--- src/rtl/core/assert_macros.svh ---
// ----------------------------------------------------------------------------
// assertion macros
// Shared concurrent assertion forms. They compile to nothing for synthesis.
// ----------------------------------------------------------------------------
`ifndef ASSERT_MACROS_SVH
`define ASSERT_MACROS_SVH
`ifndef SYNTHESIS
// expression must hold at every rising clock edge outside reset
`define DT2D_CHECK(lbl, clk, rst_n, expr, msg) \
	lbl: assert property (@(posedge clk) disable iff (!rst_n) (expr)) else $error(msg);
// consequent must hold in the same cycle as the antecedent
`define DT2D_IMPLY(lbl, clk, rst_n, ante, cons, msg) \
	lbl: assert property (@(posedge clk) disable iff (!rst_n) (ante) |-> (cons)) \
		else $error(msg);
`else
`define DT2D_CHECK(lbl, clk, rst_n, expr, msg)
`define DT2D_IMPLY(lbl, clk, rst_n, ante, cons, msg)
`endif
`endif

--- src/rtl/core/dt2d_pkg.sv ---
// ----------------------------------------------------------------------------
// dt2d_pkg
// Types and constants shared by the drift time to distance converter.
// ----------------------------------------------------------------------------
`default_nettype none

package dt2d_pkg;

	// input beat: one chamber hit
	typedef struct packed {
		logic signed [15:0] drift_time;
		logic signed [15:0] track_slope;
	} hit_t;

	typedef enum logic [1:0] {
		ST_OK         = 2'd0,
		ST_ZERO_SLOPE = 2'd1,
		ST_NEG_TIME   = 2'd2,
		ST_SATURATED  = 2'd3
	} status_t;

	// output beat: converted distance
	typedef struct packed {
		logic signed [19:0] distance;
		status_t            status;
	} dist_t;

	// classified hit waiting in the queue
	typedef struct packed {
		logic signed [15:0] slope;
		logic [30:0]        p;
		logic               zero;
		logic               neg;
	} qitem_t;

	// configuration port
	localparam int CFG_IDX_W  = 8;
	localparam int CFG_DATA_W = 64;
	localparam logic [CFG_IDX_W-1:0] CFG_DRIFT_VELOCITY = 8'd0;
	localparam logic [CFG_IDX_W-1:0] CFG_A1_COEFFS      = 8'd1;
	localparam logic [CFG_IDX_W-1:0] CFG_A2_COEFFS      = 8'd2;
	localparam logic [CFG_IDX_W-1:0] CFG_SLOPE_CENTER   = 8'd3;

	localparam logic [15:0] VELOCITY_RST = 16'd51200;
	localparam logic [63:0] A1_RST       = 64'd16000;
	localparam logic [63:0] A2_RST       = 64'd0;
	localparam logic [15:0] CENTER_RST   = 16'd5734;

	localparam int POLY_TERMS_DEF = 4;
	localparam int QUEUE_DEPTH    = 4;

	// arithmetic limits
	localparam logic signed [32:0] ACC_LIM = 33'sd2147483647;
	localparam logic signed [32:0] ACC_NEG = -33'sd2147483647;
	localparam logic signed [19:0] DIST_MAX = 20'sd524287;
	localparam logic signed [19:0] DIST_MIN = -20'sd524288;

	// reciprocal divider: round(2^24 / |slope|)
	localparam int REC_NUM_W = 25;
	localparam int REC_DEN_W = 16;
	localparam int REC_Q_W   = 25;

	// ratio divider: round(p * a2 / a1), quotient bounded by 1024 * |a2|
	localparam int RAT_NUM_W = 63;
	localparam int RAT_DEN_W = 31;
	localparam int RAT_Q_W   = 42;

endpackage

`default_nettype wire

--- src/rtl/core/dt2d_fifo.sv ---
// ----------------------------------------------------------------------------
// dt2d_fifo
// Short queue between the front and the back so each side stalls on its own.
// ----------------------------------------------------------------------------
`default_nettype none
`include "assert_macros.svh"

module dt2d_fifo #(
	parameter int DEPTH = dt2d_pkg::QUEUE_DEPTH
) (
	input  wire logic               clk,
	input  wire logic               arst_n,
	input  wire logic               push,
	input  wire dt2d_pkg::qitem_t   wdata,
	output logic                    full,
	input  wire logic               pop,
	output dt2d_pkg::qitem_t        rdata,
	output logic                    nonempty
);

	localparam int PTR_W = (DEPTH > 1) ? $clog2(DEPTH) : 1;
	localparam int CNT_W = $clog2(DEPTH + 1);

	dt2d_pkg::qitem_t  mem_q [DEPTH];
	logic [PTR_W-1:0]  wr_ptr_q;
	logic [PTR_W-1:0]  rd_ptr_q;
	logic [CNT_W-1:0]  count_q;

	// storage
	always_ff @(posedge clk) begin
		if (push) begin
			mem_q[wr_ptr_q] <= wdata;
		end
	end

	// pointers and fill count
	always_ff @(posedge clk or negedge arst_n) begin
		if (!arst_n) begin
			wr_ptr_q <= '0;
			rd_ptr_q <= '0;
			count_q  <= '0;
		end else begin
			if (push) begin
				wr_ptr_q <= (wr_ptr_q == PTR_W'(DEPTH - 1)) ? '0 : wr_ptr_q + 1'b1;
			end
			if (pop) begin
				rd_ptr_q <= (rd_ptr_q == PTR_W'(DEPTH - 1)) ? '0 : rd_ptr_q + 1'b1;
			end
			if (push && !pop) begin
				count_q <= count_q + 1'b1;
			end else if (pop && !push) begin
				count_q <= count_q - 1'b1;
			end
		end
	end

	assign full     = (count_q == CNT_W'(DEPTH));
	assign nonempty = (count_q != '0);
	assign rdata    = mem_q[rd_ptr_q];

	`DT2D_CHECK(a_count_bound, clk, arst_n, count_q <= CNT_W'(DEPTH), "queue count overflow")
	`DT2D_IMPLY(a_no_push_full, clk, arst_n, full, !push, "push into full queue")
	`DT2D_IMPLY(a_no_pop_empty, clk, arst_n, !nonempty, !pop, "pop from empty queue")

endmodule

`default_nettype wire

--- config.mk ---
export PLATFORM = sky130hd
export DESIGN_NAME = dt2d_fifo
export DESIGN_NICKNAME = d
export VERILOG_FILES = /design/src/rtl/core/dt2d_pkg.sv /design/src/rtl/core/dt2d_fifo.sv
export VERILOG_INCLUDE_DIRS = /design/src /design/src/rtl/core
export SDC_FILE = /design/constraint.sdc
export NUM_CORES = 1
export LEC_CHECK = 0
export BUFFER_PORTS_ARGS = -buffer_cell sky130_fd_sc_hd__buf_2
export CAP_MARGIN = 30
export CORE_MARGIN = 10
export CORE_UTILIZATION = 54
export CTS_BUF_LIST = sky130_fd_sc_hd__clkbuf_8
export CTS_CLUSTER_SIZE = 20
export DETAILED_ROUTE_END_ITERATION = 7
export PLACE_DENSITY = 0.86
export SLEW_MARGIN = 0
export SYNTH_ARGS = -nofsm -noshare
export SYNTH_HDL_FRONTEND = slang
export SYNTH_SLANG_ARGS = --single-unit
--- constraint.sdc ---
create_clock -name clk -period 3.64 [get_ports clk]
set_clock_uncertainty 0.15 [all_clocks]
set_input_delay 0.728 -clock clk [delete_from_list [all_inputs] [get_ports clk]]
set_output_delay 0.728 -clock clk [all_outputs]
set_load 0.02 [all_outputs]
==> summary.txt, run 1 <==
Timing
  – Setup Viol. Count Final: 0
  – Worst slew pin tran: ~690 ps
  – Slew HR: roughly 54%
  – Fin crit share: 85.68%
  – F_max: approximately 0.32 GHz
  – Slew Viols, Final: 0
  – Fin. Hold Viols: 0
  – Final setup margin: 521.2 ps
  – RSZ-0062 raised after global routing: false
  – TNS Setup: 0 ps
  – Fin crit period: 3119 ps

Power and ir drop
  – Internal power: 5.094 mW
  – Leakage: 3.143 nW
  – Switching share of power: 30.63%
  – Comb pwr share: 29.3%
  – Flop pwr share: 43.9%
  – Peak VDD IR: 450.5 µV
  – NetSw: 2.249 mW
  – Pwr Density: 820.9 nW/µm²
  – Clock network fraction of total power: 26.8%

GRT
  – GR Layer Usage met3: 4.692%
  – First-pass GRT wire length: 22.45 mm
  – Grt total ovfl: 0
  – Met1 usage: a little under a fifth
  – Met2 Use GR: 24.72%
  – Total Routing Usage GR: 14.66%
  – Initial antenna violation count: 1
  – Largest net degree at the start of global routing: 28
  – Vias in the first global route: 3,874
  – Busiest grt layer: met2

Worst setup path
  – Worst Setup Start Kind: flip-flop
  – Slowest CP cell: dfrtp_4
  – Crit path capture type: output pin
  – Cells along the critical path: buf_12 > mux4_2 > buf_2
  – Critical Setup Path Class: flip-flop to output pin
  – Critical Path RT: 2760 ps
  – Worst Path Max Fanout: 25
  – Critical Path Max Stage Delay: 650 ps
  – R2R setup slack: between 1500 and 2000 ps
  – Crit path DAT: 2240 ps

Floorplanning
  – Initial core utilization: 54.79%
  – Rows: 43
  – Die X: 138.2 µm
  – Die Area: around 19,000 µm²
  – Die height: 138.2 µm
  – Core Box Area: roughly 14,000 µm²
  – # IOs: 104

Logic synthesis
  – Syn Nets: between 300 and 400
  – Async S/R FF share, synth: 3.448%
  – Syn avg cell area: 25.67 µm²
  – Area leader, netlist: edfxtp_1
  – Mapped Cells: 294
  – Top-count cell post-synth: edfxtp_1
  – Area fraction of the dominant cell type after synthesis: 78.00%
  – Register area share after synthesis: 80.32%
  – Flops & latches, synth: 203
  – Post-synth EDFFs: 196
  – Top FF cell, synth: edfxtp_1
  – Synth top cells by count: edfxtp_1, mux4_2, dfrtp_1
  – Cell variety after synth: 20
  – Top cells by area, synth: edfxtp_1, mux4_2, dfrtp_1
  – Synth Cell Area: about 7500 µm²
  – Synth Warn #: 0

Worst hold path
  – Hold Crit Class: primary input to flip-flop

Clocking
  – Clock Sinks: 203
  – TritonCTS Buffers: 31
  – Setup Fix Bufs, Post-CTS: 0
  – Worst-path clk slew: 60 ps
  – CTS Root Cell: clkbuf_8
  – Clock Tree Buf Depth: 3
  – CTS H-tree depth: 1
  – CTS tree: done
  – Worst skew pair latency: 530 ps
  – Post-CTS sizing: 0

Routing
  – TritonRoute pass-1 iters: 4
  – ANT nets after route: 0
  – Vias: approximately 3,500
  – DR vias/cell: 5.495
  – 1st-iter DRT viols: 219
  – DRC: 0
  – Routed len/inst: roughly 22 µm
  – Drt total wl: between 10 and 15 mm

Placement
  – Inst Count DP: 573
  – IO buf count: 103
  – Placer Congestion: 0.7245
  – Setup WS pre-CTS: 1027 ps
  – Final HPWL from detailed placement: about 9 mm

Finish
  – Synth-to-Final Area Change: 18.54%
  – FILL cells: 969
  – Layout cell share with drive strength beyond 1: 46.65%
  – Antenna diodes: 0
  – Post-route insts no fill: 628
  – Final nets: approximately 500
  – Core Util, Final: 64.94%

Status
  – Run status: finished clean

Run
  – Maxcap violations: 0
kinds of logic after synthesis:
| family | Yosys count | share of synthesized area (%) |
|---|---|---|
| AO/OA/AOI/OAI | 2 | 0.1327 |
| XOR/XNOR | 3 | 0.3483 |
| adder cells (fa/ha/maj) | 7 | 1.260 |
| buffers and inverters | 16 | 2.056 |
| flip-flops | 203 | 80.32 |
| multiplexers | 52 | 15.12 |
| AND/OR/NAND/NOR | 11 | 0.7628 |
layout make-up:
type	instances	area, µm²	share of cell area, %
clock buffers	31	426.7	4.770
clock inverters	23	229.0	2.560
inverters	4	15.01	0.1679
multi-input cells	75	1335	14.93
flip-flops and latches	203	6066	67.81
well taps	180	225.2	2.518
repair buffers	112	648.1	7.246
per-layer routing:
metal,up-vias,share of wire (%),wire length [µm]
li1,1516,-,-
met1,1787,40,5608
met2,125,52,7309
met3,21,7.0,994
met4,2,1.3,177
met5,-,0.14,20
per-stage QoR:
step	instance area, µm²	total power, mW	hold WS [ps]
floorplan	7546	4.833	282.4
finish	8945	7.342	253.7
global route	8945	7.709	223.7
detailed placement	8279	5.481	333.2
CTS	8945	7.461	221.6
global placement	8279	5.416	316.3
registers in the layout (all words and copies together) (netlist names):
name and flops:
mem_q 196, rd_ptr_q 2, count_q 3, wr_ptr_q 2
critical path: cells and delay by family (launching register included):
family	cells	cell delay [ps]
multiplexers	1	560
flip-flops	1	650
buffers and inverters	2	450
path summary, 6_finish.rpt:
check | startpoint | to | cells after the start
worst min-delay path | wdata[8] | mem_q[2][8] | 1
max in group asynchronous | arst_n | rd_ptr_q[0] | 2
min in group asynchronous | arst_n | count_q[1] | 2
worst max-delay path | rd_ptr_q[0] | rdata[28] | 3
worst min register to register | count_q[2] | count_q[2] | 1
worst max register to register | wr_ptr_q[0] | mem_q[0][30] | 4
what timing repair did:
item / in CTS / in global routing
hold buffers: 1 / 0
endpoints found under the hold margin: 7 / 0
setup endpoints to repair: 0 / 0
power groups by stage:
stage / clock network, mW / registers (mW) / logic [mW]
after floorplan: 0 / 3.13 / 1.70
after global placement: 0 / 3.25 / 2.17
after detailed placement: 0 / 3.28 / 2.20
after CTS: 2.01 / 3.24 / 2.21
after global routing: 2.12 / 3.28 / 2.32
final: 1.96 / 3.23 / 2.15
layout by cell type, fill, tap and decap left out, drive strengths merged:
cell	n
edfxtp	196
buf	111
mux4	49
clkbuf	31
inv	13
dfrtp	7
clkinv	7
ha	6
bufinv	5
and2	4
mux2	3
nor2	3
nand2	2
o21ai	2
xor2	2
clkinvlp	2
nor3b	1
or3	1
xnor2	1
fa	1
dlygate4sd3	1
(Power assumes the default switching activity.)
==> inputs of run 2 (changes only) <==
PLACE_DENSITY = unset   (was 0.86)
PLACE_DENSITY_LB_ADDON = 0.3   (was unset)
==> run 2 against run 1 <==
Sequential power hardly changed. Routed wire length is 5.1% lower. Critical path depth stayed put. Worst setup slack worse by 110 ps. Combinational power hardly changed. Cell count is 0.64% higher. Design area is 1.0% lower. Clock power is 16% lower. Die area stayed put. Total power is 4.3% lower. Count of clock-buffer cells in the layout is 4 higher. Largest cell class unchanged.
==> summary.txt, run 2 (same netlist as run 1, synthesis figures left out) <==
Status
  – Run status: finished clean

Clocking
  – Clock Sinks: 203
  – Worst-path clk slew: 60 ps
  – CTS tree: done
  – TritonCTS Buffers: 30
  – Clock Tree Buf Depth: 3
  – Worst skew pair latency: around 530 ps
  – CTS H-tree depth: 1
  – CTS Root Cell: clkbuf_8

Finish
  – Final nets: 487
  – Biggest regs: mem_q x196, count_q x3
  – Max reg flops: 196
  – FILL cells: 970
  – Most frequent cells in the layout: edfxtp_1, buf_2, mux4_2
  – Register Area: roughly 6100 µm²
  – Footprint of the multi-input gates: 1335 µm²
  – Synth-to-Final Area Change: 17.29%
  – Core Util, Final: 64.26%
  – Layout cell share with drive strength beyond 1: 45.90%
  – Biggest register: mem_q
  – Post-route insts no fill: ~630
  – Most common cell after layout, fill and taps aside: edfxtp_1

Routing
  – DRC: 0
  – Routed len/inst: 21.19 µm
  – ANT nets after route: 0
  – DR vias/cell: ~5.3
  – TritonRoute pass-1 iters: 4
  – Vias: 3,377
  – 1st-iter DRT viols: 154
  – Drt total wl: 13.39 mm

Floorplanning
  – Die Area: roughly 19,000 µm²
  – Die X: 138.2 µm
  – Core Box Area: between 10,000 and 15,000 µm²
  – Initial core utilization: 54.79%
  – Die height: 138.2 µm
  – # IOs: 104
  – Rows: between 40 and 50

Worst setup path
  – Worst Setup Start Kind: flip-flop
  – Worst Path Max Fanout: 37
  – Crit path capture type: output pin
  – Critical Path RT: 2760 ps
  – Crit path DAT: 2350 ps
  – Critical Setup Path Class: flip-flop to output pin

Power and ir drop
  – Leakage: 3.122 nW
  – Peak VDD IR: 451.9 µV
  – Pwr Density: 794.0 nW/µm²

Timing
  – Worst slew pin tran: around 950 ps
  – Fin crit share: 88.70%
  – Fin. Hold Viols: 0
  – RSZ-0062 raised after global routing: false
  – Hold_ws: about 250 ps
  – Fin crit period: 3229 ps
  – Setup Viol. Count Final: 0
  – Slew HR: 36.71%
  – Slew Viols, Final: 0
  – TNS Setup: 0 ps
  – F_max: 0.3097 GHz

Worst hold path
  – Hold Crit Class: primary input to flip-flop

GRT
  – Initial antenna violation count: 3
  – First-pass GRT wire length: roughly 21 mm
  – Largest net degree at the start of global routing: 40
  – Total Routing Usage GR: 13.96%
  – Grt total ovfl: 0
  – Vias in the first global route: 3,772

Placement
  – Placer Congestion: 0.7159
  – Inst Count DP: ~570
  – IO buf count: 103
  – Final HPWL from detailed placement: 8.524 mm

Run
  – Maxcap violations: 0
-- run 2: cell count changes in the layout (fill, tap and decap cells not counted), sizes merged, moves of 2 or more --
cell | previous run | this run
clkbuf | 31 | 35
clkinv | 7 | 9
clkinvlp | 2 | 0
bufinv | 5 | 0
inv | 13 | 16
-- run 2: report_power, final --
part / total, mW / switching, mW / internal [mW]
Clock: 1.65 / 0.782 / 0.870
Sequential: 3.25 / 0.244 / 3.00
Combinational: 2.13 / 1.18 / 0.945
-- run 2: per-layer routing --
metal  track usage [%]  up-vias  share of wire (%)
met4             3.940        4                1.8
met2             22.36      102                 50
met5                 0        -               0.16
li1                  -     1525                  -
met1             18.01     1718                 42
met3             4.452       28                6.2
-- run 2: stage by stage --
stage | setup slack (ps) | power (mW) | cell area (µm²)
after floorplan | 1178 | 4.833 | 7546
after global placement | 950.4 | 5.448 | 8274
after detailed placement | 960.1 | 5.486 | 8274
after CTS | 362.5 | 7.146 | 8848
after global routing | 293.0 | 7.395 | 8851
final | 411.4 | 7.028 | 8851
-- run 2: path summary, 6_finish.rpt --
path | slack, ps | cells past startpoint | to | startpoint
worst max register to register | 1580 | 4 | mem_q[2][9] | wr_ptr_q[0]
worst min register to register | 330 | 1 | count_q[2] | count_q[2]
worst max-delay path | 410 | 3 | rdata[41] | rd_ptr_q[1]
min in group asynchronous | 410 | 2 | count_q[2] | arst_n
max in group asynchronous | 2750 | 2 | rd_ptr_q[0] | arst_n
worst min-delay path | 250 | 1 | mem_q[1][21] | wdata[21]
-- run 2: critical path, cell delays in order (launching register included) --
cell and delay (ps):
dfrtp_2 990, buf_4 330, mux4_2 310, buf_2 170
-- run 2: repair_timing --
| action | in CTS | in global routing |
|---|---|---|
| setup buffers | 0 | 0 |
| hold endpoints to repair | 7 | 0 |
| setup endpoints to repair | 0 | 0 |
| resized for setup | 0 | 0 |
| hold buffers | 1 | 0 |
-- run 2: final cells by class --
cell class / instances / area share (%)
clock buffer: 35 / 5.442
multi-input combinational: 75 / 15.08
timing repair buffer: 113 / 7.266
antenna: 1 / 0.02827
tap: 180 / 2.545
clock inverter: 21 / 0.9330
sequential: 203 / 68.53
inverter: 4 / 0.1696
