[src/rtl/core/assert_macros.svh]
// ----------------------------------------------------------------------------
// assertion macros
// Shared concurrent assertion forms. They compile to nothing for synthesis.
// ----------------------------------------------------------------------------
`ifndef ASSERT_MACROS_SVH
`define ASSERT_MACROS_SVH
`ifndef SYNTHESIS
// expression must hold at every rising clock edge outside reset
`define DT2D_CHECK(lbl, clk, rst_n, expr, msg) \
	lbl: assert property (@(posedge clk) disable iff (!rst_n) (expr)) else $error(msg);
// consequent must hold in the same cycle as the antecedent
`define DT2D_IMPLY(lbl, clk, rst_n, ante, cons, msg) \
	lbl: assert property (@(posedge clk) disable iff (!rst_n) (ante) |-> (cons)) \
		else $error(msg);
`else
`define DT2D_CHECK(lbl, clk, rst_n, expr, msg)
`define DT2D_IMPLY(lbl, clk, rst_n, ante, cons, msg)
`endif
`endif

[src/rtl/core/dt2d_pkg.sv]
// ----------------------------------------------------------------------------
// dt2d_pkg
// Types and constants shared by the drift time to distance converter.
// ----------------------------------------------------------------------------
`default_nettype none

package dt2d_pkg;

	// input beat: one chamber hit
	typedef struct packed {
		logic signed [15:0] drift_time;
		logic signed [15:0] track_slope;
	} hit_t;

	typedef enum logic [1:0] {
		ST_OK         = 2'd0,
		ST_ZERO_SLOPE = 2'd1,
		ST_NEG_TIME   = 2'd2,
		ST_SATURATED  = 2'd3
	} status_t;

	// output beat: converted distance
	typedef struct packed {
		logic signed [19:0] distance;
		status_t            status;
	} dist_t;

	// classified hit waiting in the queue
	typedef struct packed {
		logic signed [15:0] slope;
		logic [30:0]        p;
		logic               zero;
		logic               neg;
	} qitem_t;

	// configuration port
	localparam int CFG_IDX_W  = 8;
	localparam int CFG_DATA_W = 64;
	localparam logic [CFG_IDX_W-1:0] CFG_DRIFT_VELOCITY = 8'd0;
	localparam logic [CFG_IDX_W-1:0] CFG_A1_COEFFS      = 8'd1;
	localparam logic [CFG_IDX_W-1:0] CFG_A2_COEFFS      = 8'd2;
	localparam logic [CFG_IDX_W-1:0] CFG_SLOPE_CENTER   = 8'd3;

	localparam logic [15:0] VELOCITY_RST = 16'd51200;
	localparam logic [63:0] A1_RST       = 64'd16000;
	localparam logic [63:0] A2_RST       = 64'd0;
	localparam logic [15:0] CENTER_RST   = 16'd5734;

	localparam int POLY_TERMS_DEF = 4;
	localparam int QUEUE_DEPTH    = 4;

	// arithmetic limits
	localparam logic signed [32:0] ACC_LIM = 33'sd2147483647;
	localparam logic signed [32:0] ACC_NEG = -33'sd2147483647;
	localparam logic signed [19:0] DIST_MAX = 20'sd524287;
	localparam logic signed [19:0] DIST_MIN = -20'sd524288;

	// reciprocal divider: round(2^24 / |slope|)
	localparam int REC_NUM_W = 25;
	localparam int REC_DEN_W = 16;
	localparam int REC_Q_W   = 25;

	// ratio divider: round(p * a2 / a1), quotient bounded by 1024 * |a2|
	localparam int RAT_NUM_W = 63;
	localparam int RAT_DEN_W = 31;
	localparam int RAT_Q_W   = 42;

endpackage

`default_nettype wire

[src/rtl/core/dt2d_front.sv]
// ----------------------------------------------------------------------------
// dt2d_front
// Accepts hits, forms the raw distance and flags zero slope and negative time.
// ----------------------------------------------------------------------------
`default_nettype none

module dt2d_front (
	input  wire logic             hit_valid,
	output logic                  hit_stall,
	input  wire dt2d_pkg::hit_t   hit,
	input  wire logic [15:0]      drift_velocity,
	input  wire logic             q_full,
	output logic                  push,
	output dt2d_pkg::qitem_t      push_data
);

	logic signed [32:0] p_raw;

	// raw distance in 2^-13 um
	assign p_raw = $signed({17'b0, drift_velocity}) * $signed({{17{hit.drift_time[15]}},
		hit.drift_time});

	// classify and hand to the queue
	always_comb begin
		push_data.slope = hit.track_slope;
		push_data.p     = p_raw[30:0];
		push_data.zero  = (hit.track_slope == 16'sd0);
		push_data.neg   = p_raw[32];
	end

	assign hit_stall = q_full;
	assign push      = hit_valid && !q_full;

endmodule

`default_nettype wire

[config.mk]
export PLATFORM = sky130hd
export DESIGN_NAME = dt2d_front
export DESIGN_NICKNAME = d
export VERILOG_FILES = /design/src/rtl/core/assert_macros.svh /design/src/rtl/core/dt2d_pkg.sv /design/src/rtl/core/dt2d_front.sv
export SDC_FILE = /design/constraint.sdc
export NUM_CORES = 1
export LEC_CHECK = 0
export BUFFER_PORTS_ARGS = -buffer_cell sky130_fd_sc_hd__buf_4
export CELL_PAD_IN_SITES_DETAIL_PLACEMENT = 0
export CELL_PAD_IN_SITES_GLOBAL_PLACEMENT = 1
export CORE_AREA = 2 2 154 156
export DETAILED_ROUTE_END_ITERATION = 12
export DIE_AREA = 0 0 156 158
export GPL_TIMING_DRIVEN = 1
export PLACE_DENSITY_LB_ADDON = 0.1
export SLEW_MARGIN = 20
export SYNTH_ARGS = -nofsm -noshare
export SYNTH_HDL_FRONTEND = slang
export SYNTH_SLANG_ARGS = --single-unit
[constraint.sdc]
create_clock -name vclk -period 8.4
set_clock_uncertainty 0.15 [all_clocks]
set_input_delay 0.42 -clock vclk [all_inputs]
set_output_delay 0.42 -clock vclk [all_outputs]
set_load 0.1 [all_outputs]
==> impl_metrics.json, run 1 <==
{
  "clkbuf_count": 0,
  "tightest_slew_ns": 0.629,
  "whs_endpoint": "push_data[36]",
  "drive_above_1_share_pct": 10.5,
  "setup-violations-final": 0,
  "path_class": "in -> out",
  "cts-resized-gates": 0,
  "final_common_cell": "inv_1",
  "synth_area_leaders": "fa_1, ha_1, inv_1, and2_1, nand2_1",
  "synth_cell_types": 48,
  "finalCritPeriodShare_pct": 80.5,
  "wl_per_cell_um": 16.3,
  "hold_viol": 0,
  "antenna_found_initial": 1,
  "vias": 6908,
  "hp-class": "in -> out",
  "grt_use_total_pct": 19.3,
  "syn_avg_cell_area_um2": 8.52,
  "rsz0062_at_grt": "no",
  "io_pins": 101,
  "wl_um": 22900,
  "crit_path_cell_trace": "buf_4 -> and2_1 -> fa_1 -> inv_1 -> fa_1 -> fa_1 -> fa_1 -> inv_1 -> fa_1 -> inv_1 -> fa_1 -> inv_1 -> ha_1 -> and3_2 -> nand2_1 -> a21oi_2 -> o41ai_2 -> o41ai_4 -> a311oi_2 -> xnor2_1 -> buf_4",
  "path_common_cell": "fa_1",
  "die_w_um": 156,
  "status": "completed",
  "maxCapViolCount": 0,
  "fmax_ghz": 0.148,
  "post-cts-setup-buffers": 0,
  "avgViaCountPerCell": 4.93,
  "core_um2": 23100,
  "multi_input_area_um2": 7850,
  "cpPeakStageDelay_ns": 0.55,
  "fin_crit_ns": 6.77,
  "grt_pass1_vias": 7309,
  "initialDrtViolationCount": 228,
  "antennaDiodeCount": 0,
  "path_max_fanout": 16,
  "num-fill-cells": 2377,
  "grt_start_max_net_pins": 17,
  "cts_hold_buf": 0,
  "dieHeight_um": 158,
  "synth_top_area_share_pct": 42.7,
  "mostFrequentLayoutCells": "inv_1, fa_1, nand2_1, ha_1, and2_1",
  "dieArea_um2": 24600,
  "worst_path_max_delay_cell": "fa_1",
  "globalplace.congestion": 0.791,
  "num_rows": 56,
  "setup_tns_ns": 0,
  "maxSlewViolCount": 0,
  "overflow": 0,
  "nets": 1480,
  "ant_nets": 0,
  "synth_cells": 1068,
  "hp-start": "hit[3]",
  "startpoint": "hit[20]",
  "drc": 0,
  "drt_pre_antenna_iters": 4,
  "end_kind": "primary output",
  "seqCellArea_um2": 0,
  "syn_area_um2": 9100,
  "arrival_ns": 6.20,
  "nFlopsAndLatches": 0,
  "ys_seq_area_share_pct": 0,
  "synthesis.nets": 1434,
  "yosys.area.top_type": "fa_1",
  "grt_pass1_wl_um": 37900,
  "hpwl_um": 19500,
  "final_util_pct": 43.1,
  "initial_core_util_pct": 39.5,
  "ys_warn_count": 0,
  "critPathLaunchType": "primary input",
  "worstPathRequired_ns": 7.83,
  "slew_headroom_pct": 57.6,
  "holdPathStages": 2,
  "port_buffers": 101,
  "area_growth_pct": 9.25
}
## per-stage QoR
stage               hold WS, ns  cell area [um^2]  instances  setup slack, ns
floorplan                 0.902              9100       1068            0.948
global placement           1.02              9950       1402             1.65
detailed placement         1.03              9950       1402             1.64
CTS                        1.03              9950       1402             1.62
global route               1.03              9950       1402             1.33
finish                     1.02              9950       1402             1.63
## layout make-up
type,count,share of cell area (%)
inverters,260,9.81
multi-input cells,751,78.9
well taps,290,3.65
repair buffers,101,7.62
## critical path: cells and delay by family
family,cells,cell delay [ns]
buf+inv,6,0.69
fa+ha+maj,7,3.34
xor+xnor,1,0.15
simple gates,3,0.55
compound gates,4,1.05
## synth_stat cells (3+ instances only)
cell and instances:
xor2_1 8, nand2b_1 10, and2_1 118, nor2b_1 4
buf_4 17, ha_1 122, a21oi_2 4, a21o_1 4
nor3_1 3, o21ai_0 12, nand4_1 6, inv_1 259
nor2_1 19, o211ai_1 3, nand3_1 5, clkbuf_1 39
nor4_1 5, a21oi_1 27, xnor2_1 21, o21bai_1 3
fa_1 194, nand2_1 152
## kinds of logic (layout without fill, tap and decap cells)
| logic type | after synthesis | in the layout | synth area share, % |
|---|---|---|---|
| adders and majority gates | 316 | 316 | 59.4 |
| AOI/OAI and AO/OA | 74 | 74 | 5.81 |
| and+or+nand+nor | 332 | 332 | 18.2 |
| xor gates and xnor gates | 29 | 29 | 2.79 |
| buffers and inverters | 317 | 361 | 13.8 |
## layer usage
metal	global-route usage (%)	up-vias	wire length [um]
li1	-	3261	-
met1	25.2	3546	9570
met2	37.5	91	12700
met3	0.137	10	400
met4	1.79	0	239
met5	0	-	0
## worst max-delay path by stage
stage	end	slack (ns)	cells after the start
floorplan	push_data[25]	0.95	21
global placement	push_data[0]	1.65	20
detailed placement	push_data[28]	1.64	21
CTS	push_data[28]	1.62	21
global route	push_data[31]	1.33	22
finish	push_data[28]	1.63	21
Power of run 1 is left out: the tool's default activity adds up to more than one toggle a clock period on the data nets, which glitch-free logic cannot reach.
==> run 2: changes to the inputs <==
Clock period 8.4 ns to 6.15 ns, I/O delays scaled along.
==> run 2 against run 1 <==
Compared with the run above:
- worst hold slack worse by 0.22 ns
- sequential share of layout area unchanged
- wire length grew 2.4%
- setup slack got worse by 1.6 ns
- via count grew 5.1%
- critical path type unchanged
- largest cell class unchanged
==> impl_metrics.json, run 2 (same netlist as run 1, synthesis figures left out) <==
{
  "setup-violations-final": 0,
  "dieHeight_um": 158,
  "final_common_cell": "inv_1",
  "die_w_um": 156,
  "dieArea_um2": 24600,
  "drt_pre_antenna_iters": 4,
  "grt_start_max_net_pins": 17,
  "clkbuf_count": 0,
  "critPathTopFamily": "adder cells",
  "dp_cells": 1514,
  "nFlopsAndLatches": 0,
  "avgViaCountPerCell": 4.76,
  "place_area_um2": 11200,
  "num_rows": 56,
  "grt_pass1_vias": 7539,
  "path_max_fanout": 9,
  "grt_use_total_pct": 19.1,
  "tightest_slew_ns": 0.501,
  "critPathLaunchType": "primary input",
  "antenna_found_initial": 0,
  "globalplace.congestion": 0.827,
  "wl_um": 23400,
  "seqCellArea_um2": 0,
  "io_pins": 101,
  "maxCapViolCount": 0,
  "path_common_cell": "fa_1",
  "drive_above_1_share_pct": 25.7,
  "core_um2": 23100,
  "area_growth_pct": 30.2,
  "fmax_ghz": 0.163,
  "mostFrequentLayoutCells": "inv_1, fa_1, buf_4, nand2_1, ha_1",
  "hold_viol": 0,
  "rsz0062_at_grt": "yes",
  "hp-class": "in -> out",
  "slew_headroom_pct": 66.4,
  "cts_hold_buf": 0,
  "crit_path_cell_trace": "buf_8 -> buf_12 -> and2_4 -> fa_1 -> inv_1 -> fa_2 -> fa_1 -> inv_2 -> fa_1 -> fa_1 -> inv_1 -> fa_1 -> inv_2 -> ha_4 -> a21oi_4 -> nor2_2 -> a211oi_2 -> buf_4 -> a311o_1 -> o211ai_2 -> or3_1 -> and4_4 -> buf_12",
  "worstPathRequired_ns": 5.69,
  "wl_per_cell_um": 15.4,
  "path_buf_inv": 8,
  "fin_cells": 1526,
  "finalCritPeriodShare_pct": 99.6,
  "initial_core_util_pct": 39.5,
  "path_class": "in -> out",
  "end_kind": "primary output",
  "ant_nets": 0,
  "status": "completed",
  "worst_path_max_delay_cell": "fa_1",
  "grt_pass1_wl_um": 37600,
  "hpwl_um": 21000,
  "arrival_ns": 5.67,
  "stdcell_area_um2": 11800,
  "fin_crit_ns": 6.13,
  "maxSlewViolCount": 0,
  "nets": 1604,
  "drc": 0,
  "timing.hold.ws_ns": 0.800,
  "vias": 7258,
  "initialDrtViolationCount": 159,
  "port_buffers": 101,
  "antennaDiodeCount": 0,
  "cpPeakStageDelay_ns": 0.55,
  "overflow": 0,
  "num-fill-cells": 2221
}
run 2: per-layer routing:
layer	global-route usage [%]	routed length (um)
met2	37.7	13000
met4	2.27	320
met5	0	0
met1	24.1	9710
met3	0.301	378
run 2: layout make-up:
| class | count | area [um^2] | area share, % |
|---|---|---|---|
| multi-input combinational | 751 | 8460 | 71.4 |
| timing repair buffer | 225 | 2050 | 17.3 |
| inverter | 260 | 976 | 8.24 |
| tap | 290 | 363 | 3.06 |
run 2: what timing repair did:
item / CTS / global route
setup endpoints to repair: 12 / 14
pin swaps: 25 / 40
gates cloned: 0 / 1
buffers inserted: 3 / 10
gates resized for setup: 61 / 69
hold endpoints to repair: 0 / 0
run 2: stage by stage:
stage          setup slack (ns)  utilization (%)  setup TNS, ns
2_1_floorplan            -0.281                -         -0.867
3_3_place_gp             -0.254             48.7          -1.76
5_1_grt                  -0.156             51.4         -0.823
4_1_cts                 -0.0538             49.9         -0.149
6_report                 0.0229             51.4              0
3_5_place_dp             -0.266             48.7          -2.00
run 2: worst paths after layout:
check                         start             to  slack [ns]  cells after the start
hold / removal               q_full      hit_stall        0.80                      2
setup / recovery  drift_velocity[7]  push_data[29]        0.02                     23
Power of run 2 is left out for the same reason.
==> run 3: changes to the inputs <==
Settings changed: CELL_PAD_IN_SITES_DETAIL_PLACEMENT 0 to 1.
==> run 3 against run 2 <==
Compared with the run above:
- worst hold slack hardly changed
- core utilization is 0.14 points higher
- global-route usage is 1.3 points higher
- count of clock-buffer cells in the layout stayed put
- setup slack worse by 0.018 ns
- first-iteration DRC count is 1.9% higher
- wire length is 8.1% higher
- sequential cell count stayed put
- via count is 2.4% higher
- die area stayed put
- maximum frequency is 0.29% lower
- critical path depth is 2 lower
- critical endpoint is now push_data[27]
- largest cell class unchanged
- highest routed layer unchanged
==> impl_metrics.json, run 3 (same netlist as run 1, synthesis figures left out) <==
{
  "num-fill-cells": 2659,
  "avgViaCountPerCell": 4.87,
  "hp-class": "in -> out",
  "nets": 1605,
  "area_growth_pct": 30.5,
  "io_pins": 101,
  "finalCritPeriodShare_pct": 99.9,
  "setup-violations-final": 0,
  "grt_use_total_pct": 20.4,
  "tightest_slew_ns": 0.571,
  "path_class": "in -> out",
  "num_rows": 56,
  "fin_crit_ns": 6.14,
  "wl_met1_um": 10200,
  "dp_cells": 1514,
  "slew_headroom_pct": 61.6,
  "dieArea_um2": 24600,
  "hpwl_um": 22600,
  "met2WireLength_um": 14600,
  "nFlopsAndLatches": 0,
  "arrival_ns": 5.69,
  "critPathLaunchType": "primary input",
  "die_w_um": 156,
  "grt_pass1_vias": 8068,
  "seqCellArea_um2": 0,
  "core_um2": 23100,
  "maxCapViolCount": 0,
  "fmax_ghz": 0.163,
  "port_buffers": 101,
  "timing.hold.ws_ns": 0.800,
  "antennaDiodeCount": 0,
  "grt_pass1_wl_um": 40000,
  "final_common_cell": "inv_1",
  "drive_above_1_share_pct": 26.1,
  "drt_pre_antenna_iters": 4,
  "final_util_pct": 51.5,
  "maxSlewViolCount": 0,
  "fin_cells": 1527,
  "grt_start_max_net_pins": 17,
  "globalplace.congestion": 0.827,
  "dr.max_layer_used": "met4",
  "path_max_fanout": 7,
  "drc": 0,
  "mostFrequentLayoutCells": "inv_1, fa_1, buf_4, nand2_1, ha_1",
  "status": "completed",
  "hold_viol": 0,
  "wl_per_cell_um": 16.6,
  "wl_met3_um": 219,
  "initialDrtViolationCount": 162,
  "dieHeight_um": 158,
  "rsz0062_at_grt": "yes",
  "overflow": 0,
  "worstPathRequired_ns": 5.69,
  "wl_um": 25300,
  "initial_core_util_pct": 39.5,
  "ant_nets": 0,
  "vias": 7430,
  "clkbuf_count": 0,
  "antenna_found_initial": 0,
  "end_kind": "primary output"
}
## run 3: cell types whose count changed in the layout (fill, tap and decap cells not counted), moves of 2 or more
| cell | delta |
|---|---|
| a21oi_2 | -2 |
| buf_12 | -4 |
| buf_4 | -5 |
| buf_6 | +9 |
| nand2_1 | -2 |
| nand2_2 | +2 |
## run 3: area by class of cell
class,instances,area [um^2],share of cell area [%]
tap,290,363,3.05
timing repair buffer,226,2050,17.2
inverter,260,980,8.25
multi-input combinational,751,8490,71.5
## run 3: final timing paths
check / startpoint / depth (start not counted) / end / slack (ns)
hold / removal: hit[15] / 2 / push_data[48] / 0.80
setup / recovery: drift_velocity[4] / 21 / push_data[27] / 0.005
## run 3: what timing repair did
action,4_1_cts,5_1_grt
buffers inserted,8,9
endpoints found under the setup margin,14,14
pin swaps,28,40
resized for setup,64,73
gates cloned,0,1
hold buffers,0,0
hold endpoints to repair,0,0
## run 3: through the flow
stage / worst slack [ns] / TNS (ns) / cell area (um^2)
2_1_floorplan: -0.281 / -0.867 / 9520
3_3_place_gp: -0.254 / -1.76 / 11200
3_5_place_dp: -0.332 / -2.81 / 11200
4_1_cts: -0.0656 / -0.107 / 11500
5_1_grt: -0.147 / -1.07 / 11900
6_report: 0.00538 / 0 / 11900
## run 3: layer usage
| layer | vias up | GRT usage [%] |
|---|---|---|
| met5 | - | 0 |
| met4 | 0 | 2.27 |
| met3 | 25 | 0.411 |
| met2 | 70 | 41.6 |
| met1 | 3832 | 24.6 |
| li1 | 3503 | - |
## run 3: worst max-delay path: stages
cell,delay [ns]
buf_8,0.12
buf_6,0.13
and2_4,0.15
fa_1,0.48
fa_1,0.54
fa_1,0.53
fa_1,0.52
fa_1,0.59
inv_2,0.05
fa_1,0.51
inv_2,0.05
ha_4,0.24
buf_6,0.12
buf_6,0.12
nand2_4,0.05
nand2_2,0.04
a311o_1,0.41
buf_4,0.17
a21oi_4,0.20
xnor2_4,0.15
buf_12,0.20
Power of run 3 is left out for the same reason.
